==> src/ile_pkg.sv <==
// ----------------------------------------------------------------------------
// ile_pkg
// Shared types and constants for the indexed list engine.
// ----------------------------------------------------------------------------
package ile_pkg;

  localparam int CAPACITY = 64;
  localparam int IDX_W    = $clog2(CAPACITY);
  localparam int CNT_W    = $clog2(CAPACITY + 1);
  localparam int DATA_W   = 32;
  localparam int OP_W     = 3;
  localparam int INDEX_W  = 16;
  localparam int LEN_W    = 7;

  typedef enum logic [OP_W-1:0] {
    OP_GET    = 3'd0,
    OP_HEAD   = 3'd1,
    OP_TAIL   = 3'd2,
    OP_INSERT = 3'd3,
    OP_DELETE = 3'd4
  } ile_op_t;

  // Broadcast to every cell of the chain
  typedef struct packed {
    logic              ins;
    logic              del;
    logic [CNT_W-1:0]  pos;
    logic [DATA_W-1:0] value;
  } ile_cmd_t;

endpackage

==> src/ile_cell.sv <==
// ----------------------------------------------------------------------------
// ile_cell
// One list slot. Insert: left neighbor above the position, new value at it.
// Delete: right neighbor from it up. Drives its word onto the read bus when addressed.
// ----------------------------------------------------------------------------
module ile_cell (
  input  logic                          clk,
  input  ile_pkg::ile_cmd_t             cmd_i,
  input  logic [ile_pkg::IDX_W-1:0]     cell_id_i,
  input  logic [ile_pkg::DATA_W-1:0]    left_i,
  input  logic [ile_pkg::DATA_W-1:0]    right_i,
  output logic [ile_pkg::DATA_W-1:0]    data_o,
  output logic [ile_pkg::DATA_W-1:0]    rd_o
);

  logic [ile_pkg::DATA_W-1:0] data_r;
  logic [ile_pkg::CNT_W-1:0]  id_ext;

  assign id_ext = ile_pkg::CNT_W'(cell_id_i);

  always_ff @(posedge clk) begin
    if (cmd_i.ins) begin
      if (id_ext > cmd_i.pos) begin
        data_r <= left_i;
      end else if (id_ext == cmd_i.pos) begin
        data_r <= cmd_i.value;
      end
    end else if (cmd_i.del && (id_ext >= cmd_i.pos)) begin
      data_r <= right_i;
    end
  end

  assign data_o = data_r;
  assign rd_o   = (id_ext == cmd_i.pos) ? data_r : '0;

endmodule

==> config.mk <==
export PLATFORM = sky130hd
export DESIGN_NAME = ile_cell
export DESIGN_NICKNAME = d
export VERILOG_FILES = /design/src/ile_pkg.sv /design/src/ile_cell.sv
export SDC_FILE = /design/constraint.sdc
export NUM_CORES = 1
export LEC_CHECK = 0
export BUFFER_PORTS_ARGS = -buffer_cell sky130_fd_sc_hd__buf_2
export CORE_MARGIN = 8
export CORE_UTILIZATION = 38
export CTS_BUF_LIST = sky130_fd_sc_hd__clkbuf_16
export DETAILED_ROUTE_END_ITERATION = 10
export PLACE_DENSITY = 0.77
export SETUP_SLACK_MARGIN = 0.02
export SLEW_MARGIN = 20
export SYNTH_ARGS = -nofsm -noshare
export SYNTH_HDL_FRONTEND = slang
export SYNTH_SLANG_ARGS = --single-unit
==> constraint.sdc <==
create_clock -name clk -period 3.3 [get_ports clk]
set_input_delay 0 -clock clk [delete_from_list [all_inputs] [get_ports clk]]
set_output_delay 0 -clock clk [all_outputs]
set_load 0.02 [all_outputs]
==> results_dict.tcl, run 1 <==
set metrics [dict create \
    num-nets-final 556 \
    fin_crit_sh 0.623 \
    hpwl_mm 6.62 \
    num_vias 2940 \
    crit_required_ns 3.30 \
    largest_reg_flops 32 \
    hold_viol_final 0 \
    cp.buffers_inverters 3 \
    die_h_um 98.2 \
    ios 176 \
    root_buffer "clkbuf_16" \
    die_w_um 98.2 \
    h-tree-depth 2 \
    ant_nets 0 \
    track_usage 0.177 \
    p_leak_nw 1.64 \
    internal_power_mw 0.914 \
    drtIter0Drc 182 \
    grt-busiest-layer "met2" \
    peakVddDrop_uv 171 \
    rsz0062_at_grt "false" \
    critical_path.cell_chain "buf_2 > inv_1 > ha_1 > and4b_1 > and4_2 > and2_1 > buf_2" \
    syn_nets 403 \
    diodes 0 \
    power.total_mw 1.30 \
    viasPerCell 5.68 \
    critPathMaxFanout 64 \
    drive_gt1_frac 0.441 \
    core_area_um2 6680 \
    initial_core_util 0.384 \
    crit_family "simple AND/OR/NAND/NOR gates" \
    antenna_found_initial 0 \
    path_clk_slew_ns 0.05 \
    setup_viol 0 \
    cts_resized 0 \
    crit_type "input port to primary output" \
    die-area_um2 9640 \
    status "finished clean" \
    wire_per_inst_um 17.5 \
    cts_tree "yes" \
    yosysWarnings 0 \
    drc 0 \
    register_area_um2 961 \
    clkPwrFrac 0.330 \
    finalCriticalPeriod_ns 2.06 \
    max_freq_ghz 0.486 \
    grt_pass1_vias 2860 \
    grt_use_met1 0.211 \
    postCtsSetupRepairBufs 0 \
    seqPwrFrac 0.406 \
    cts_buffers 5 \
    clock_path_buffers 2 \
    overflow 0 \
    place.port_buffers 175 \
    crit_path_frequent_cell "buf_2" \
    worst_pin_slew_ns 1.02 \
    use_met3 0.0448 \
    slew_headroom 0.318 \
    worst_path_max_delay_cell "and4_2" \
    grt_max_degree 65 \
    drt_pass1_iterations 6 \
    cts_hold_buf 0 \
    place_congestion 0.775 \
    postSynthAreaPerCell_um2 9.01 \
    p_sw_mw 0.382 \
    grt_util_met2 0.309 \
    netlist_instances 285 \
    arrival_ns 2.06 \
    layout-area-overhead-vs-synth_pct 39.3 \
    critPathMaxStageDelay_ns 0.96 \
    seq_area_frac_synth 0.374 \
    maxCapViolCount 0 \
    drt-total-wl_mm 9.06 \
    utilization 0.535 \
    combPwrFrac 0.263 \
    yosysUniqueCellTypes 22 \
    grt_pass1_wl_mm 14.3 \
    end_kind "primary output" \
    netSwitchingFraction 0.295 \
    cts_sinks 32 \
    netlist_area_um2 2570 \
    rows 30 \
    power_density_nw_per_um2 363 \
    multiInputGateArea_um2 1430 \
    synth_seq_cells 32 \
    finalMaxSlewViolations 0 \
    start_kind "input port" \
    hp-class "input port to flop" \
    finalSetupTns_ns 0 \
    fillers 644 \
]
[path summary, 6_finish.rpt]
kind,startpoint,endpoint,cells past startpoint
worst max-delay path,cmd_i[37],rd_o[21],7
worst min-delay path,cmd_i[5],data_o[5],3
[routing by layer]
metal	routed length (um)	vias to the layer above	share of wire
li1	-	1434	-
met1	3830	1373	0.42
met2	4540	127	0.50
met3	610	6	0.067
met4	82	0	0.0091
met5	0	-	0
[synthesized netlist by cell type]
library cell / count / share of area
o21ai_1: 1 / 0.0019
clkbuf_1: 16 / 0.023
buf_6: 4 / 0.018
o2111ai_1: 32 / 0.11
and2_1: 32 / 0.078
o21a_1: 1 / 0.0029
nand4_1: 33 / 0.080
edfxtp_1: 32 / 0.37
nor2_1: 1 / 0.0015
and4b_1: 1 / 0.0039
clkbuf_2: 3 / 0.0058
a31oi_1: 33 / 0.080
a21o_1: 2 / 0.0058
nand3_1: 33 / 0.064
ha_1: 6 / 0.029
inv_1: 6 / 0.0088
and3b_1: 1 / 0.0034
and4_1: 1 / 0.0034
nor2b_1: 32 / 0.078
buf_1: 3 / 0.0044
a21oi_1: 2 / 0.0039
buf_2: 10 / 0.019
[area by class of cell]
class | count | area share
Clock buffer | 5 | 0.0350
Clock inverter | 2 | 0.00245
Inverter | 6 | 0.00630
Multi-Input combinational cell | 211 | 0.399
Sequential cell | 32 | 0.269
Tap cell | 80 | 0.0280
Timing Repair Buffer | 182 | 0.260
[cell usage in the layout (no fill, tap or decap), types with 2 or more instances in the layout]
cell and n:
nand4_1 33, inv_1 7, ha_1 6, edfxtp_1 32
buf_2 174, o2111ai_1 32, nand3_1 33, buf_4 8
a31oi_1 32, clkbuf_16 5, nor2b_1 32, a21o_1 2
and2_1 32
[logic make-up (layout without fill, tap and decap cells)]
kind of cell,count (synthesis),count (layout),synth area share
and+or+nand+nor,134,134,0.313
AOI/OAI and AO/OA,71,71,0.204
buffers and inverters,42,195,0.0794
DFF,32,32,0.374
adders and majority gates,6,6,0.0292
[metrics by stage]
stage / instances / cell area [um2] / hold WS (ns) / setup WS (ns)
after floorplan: 285 / 2570 / 0.230 / 0.172
after global placement: 511 / 3440 / 0.332 / 1.21
after detailed placement: 511 / 3440 / 0.339 / 1.17
after CTS: 518 / 3580 / 0.0595 / 1.22
after global routing: 518 / 3580 / 0.0669 / 1.04
final: 518 / 3580 / 0.0647 / 1.24
[power groups by stage]
| stage | combinational (mW) | clock, mW | sequential, mW |
|---|---|---|---|
| after global placement | 0.335 | 0 | 0.534 |
| final | 0.341 | 0.428 | 0.527 |
| after detailed placement | 0.342 | 0 | 0.535 |
| after CTS | 0.343 | 0.435 | 0.528 |
| after floorplan | 0.139 | 0 | 0.588 |
| after global routing | 0.372 | 0.457 | 0.533 |
No activity file was read; power rests on OpenSTA's default activity.
==> inputs of run 2 (changes only) <==
--- a/config.mk
+++ b/config.mk
@@ -5,12 +5,13 @@
 export SDC_FILE = /design/constraint.sdc
 export NUM_CORES = 1
 export LEC_CHECK = 0
+export ABC_AREA = 1
 export BUFFER_PORTS_ARGS = -buffer_cell sky130_fd_sc_hd__buf_2
 export CORE_MARGIN = 8
-export CORE_UTILIZATION = 38
+export CORE_UTILIZATION = 40
 export CTS_BUF_LIST = sky130_fd_sc_hd__clkbuf_16
 export DETAILED_ROUTE_END_ITERATION = 10
-export PLACE_DENSITY = 0.77
+export PLACE_DENSITY = 0.78
 export SETUP_SLACK_MARGIN = 0.02
 export SLEW_MARGIN = 20
 export SYNTH_ARGS = -nofsm -noshare
==> constraint.sdc (replaced) <==
create_clock -name clk -period 2 [get_ports clk]
set_input_delay 0 -clock clk [delete_from_list [all_inputs] [get_ports clk]]
set_output_delay 0 -clock clk [all_outputs]
set_load 0.02 [all_outputs]
==> run 2 against run 1 <==
- largest cell class unchanged
- global-route usage decreased by 1.3 points
- final cell count increased by 21%
- largest power group unchanged
- flip-flop and latch count unchanged
==> results_dict.tcl, run 2 <==
set metrics [dict create \
    hold_path.startpoint "right_i[12]" \
    antenna_found_initial 0 \
    finalSetupTns_ns 0 \
    finalMaxSlewViolations 0 \
    critPathMaxFanout 22 \
    die_w_um 96.3 \
    max_freq_ghz 0.689 \
    synth_most_common_cell "inv_1" \
    p_leak_nw 2.33 \
    path_clk_slew_ns 0.05 \
    rows 29 \
    track_usage 0.164 \
    clock_path_buffers 2 \
    h-tree-depth 2 \
    drc 0 \
    seq_area_frac_synth 0.373 \
    crit_path_frequent_cell "inv_1" \
    place_congestion 0.843 \
    setup_viol 0 \
    yosys-top-cells-area "edfxtp_1 37%, inv_1 16%, nand2_1 15%, nand3_1 9.5%, nand3_2 7.0%" \
    maxCapViolCount 0 \
    cp-startpoint "cmd_i[37]" \
    netlist_area_um2 2580 \
    hold_depth 3 \
    largest_reg_flops 32 \
    initial_core_util 0.411 \
    netlist_instances 376 \
    yosysUniqueCellTypes 17 \
    diodes 0 \
    wire_per_inst_um 12.5 \
    crit_required_ns 1.94 \
    hpwl_mm 6.41 \
    critPathMaxStageDelay_ns 0.28 \
    die_h_um 96.3 \
    cts_tree "yes" \
    layout-area-overhead-vs-synth_pct 41.0 \
    rsz0062_at_grt "false" \
    num_vias 2790 \
    hold_viol_final 0 \
    crit_type "input port to flop" \
    drtIter0Drc 90 \
    finalCriticalPeriod_ns 1.45 \
    yosysWarnings 0 \
    grt_max_degree 39 \
    ys.flop_type "edfxtp_1" \
    mostFrequentLayoutCells "175 x buf_2, 109 x inv_1, 102 x nand2_1, 49 x nand3_1, 34 x nor2_1" \
    hp-class "input port to flop" \
    num-nets-final 667 \
    synth_seq_cells 32 \
    slew_headroom 0.350 \
    peakVddDrop_uv 381 \
    cts_sinks 32 \
    ys_top_cells_by_count "109 x inv_1, 102 x nand2_1, 49 x nand3_1, 34 x nor2_1, 32 x edfxtp_1" \
    async_flop_share 0 \
    cts_resized 0 \
    overflow 0 \
    drt-total-wl_mm 7.81 \
    ant_nets 0 \
    postSynthAreaPerCell_um2 6.85 \
    power.total_mw 2.17 \
    worst_pin_slew_ns 0.974 \
    critical_path.cell_chain "buf_2 > inv_1 > ha_1 > inv_1 > nor3_2 > nand3_2 > nand3_1 > o21ai_0 > clkinvlp_4 > buf_4" \
    ios 176 \
    place.port_buffers 175 \
    arrival_ns 1.39 \
    start_kind "input port" \
    die-area_um2 9270 \
    root_buffer "clkbuf_16" \
    synth-edff-count 32 \
    grt_pass1_vias 2739 \
    end_kind "flop" \
    syn_nets 494 \
    cp.buffers_inverters 5 \
    drt_pass1_iterations 4 \
    layout_commonest_cell "buf_2" \
    viasPerCell 4.46 \
    power_density_nw_per_um2 596 \
    synth_top_area_cell "edfxtp_1" \
    crit_family "buffers and inverters" \
    core_area_um2 6280 \
    cts_buffers 5 \
    worst_path_max_delay_cell "buf_4" \
    drive_gt1_frac 0.384 \
    grt_pass1_wl_mm 12.2 \
    status "finished clean" \
    synth.top_cell.area_share 0.373 \
    hold_end "data_o[12]" \
    fin_crit_sh 0.726 \
]
## run 2: cell count changes after synthesis, sizes merged, moves of 2 or more
cell     delta
a21o        -2
inv       +103
a31oi      -33
clkbuf     -14
nor2b      -32
o2111ai    -32
nor2       +33
and2       -32
buf         -2
nand3      +34
nand2     +104
nand4      -33
## run 2: through the flow
stage          hold slack [ns]   util  instance area (um2)  worst slack [ns]  instances
6_report               0.00608  0.579                 3630             0.548        626
5_1_grt                0.00576  0.579                 3630             0.376        626
4_1_cts               0.000959  0.579                 3630             0.543        626
3_5_place_dp             0.277  0.551                 3460             0.257        615
3_3_place_gp             0.276  0.551                 3460             0.298        615
2_1_floorplan            0.186      -                 2580            0.0695        376
## run 2: worst max path at each step
| stage | end | depth (start not counted) |
|---|---|---|
| finish | data_o[11] | 10 |
| global route | data_o[15] | 10 |
| CTS | data_o[20] | 10 |
| detailed placement | data_o[11] | 10 |
| global placement | data_o[20] | 10 |
| floorplan | data_o[0] | 10 |
## run 2: metal layers
metal | part of all wire | vias to the layer above | track usage
li1 | - | 1455 | -
met1 | 0.39 | 1209 | 0.182
met2 | 0.50 | 117 | 0.297
met3 | 0.094 | 9 | 0.0359
met4 | 0.018 | 0 | 0.0615
met5 | 0 | - | 0
## run 2: final cells by class
| class | count | area (um2) |
|---|---|---|
| clock buffers | 5 | 125 |
| clock inverters | 2 | 8.76 |
| fillers | 587 | 2640 |
| inverters | 109 | 413 |
| multi-input cells | 215 | 1060 |
| flip-flops and latches | 32 | 961 |
| well taps | 77 | 96.3 |
| repair buffers | 186 | 968 |
## run 2: tightest hold or removal path: cells and delay by family
family | cells | cell delay, ns
AND/OR/NAND/NOR | 2 | 0.09
buffers and inverters | 1 | 0.08
## run 2: logic make-up (layout without fill, tap and decap cells)
| logic type | Yosys count | in the layout | synth area share |
|---|---|---|---|
| buf+inv | 129 | 302 | 0.215 |
| fa+ha+maj | 6 | 6 | 0.0291 |
| compound gates | 3 | 3 | 0.00728 |
| flops | 32 | 32 | 0.373 |
| simple gates | 206 | 206 | 0.376 |
## run 2: where the power goes
part / leakage [nW] / internal (mW) / switching [mW]
combinational: 1.96 / 0.237 / 0.372
clock: 0.0709 / 0.445 / 0.236
sequential: 0.291 / 0.839 / 0.0369
total: 2.33 / 1.52 / 0.645
## run 2: timing repair
action | 4_1_cts | 5_1_grt
hold endpoints to repair | 4 | 0
setup buffers | 0 | 0
hold buffers | 4 | 0
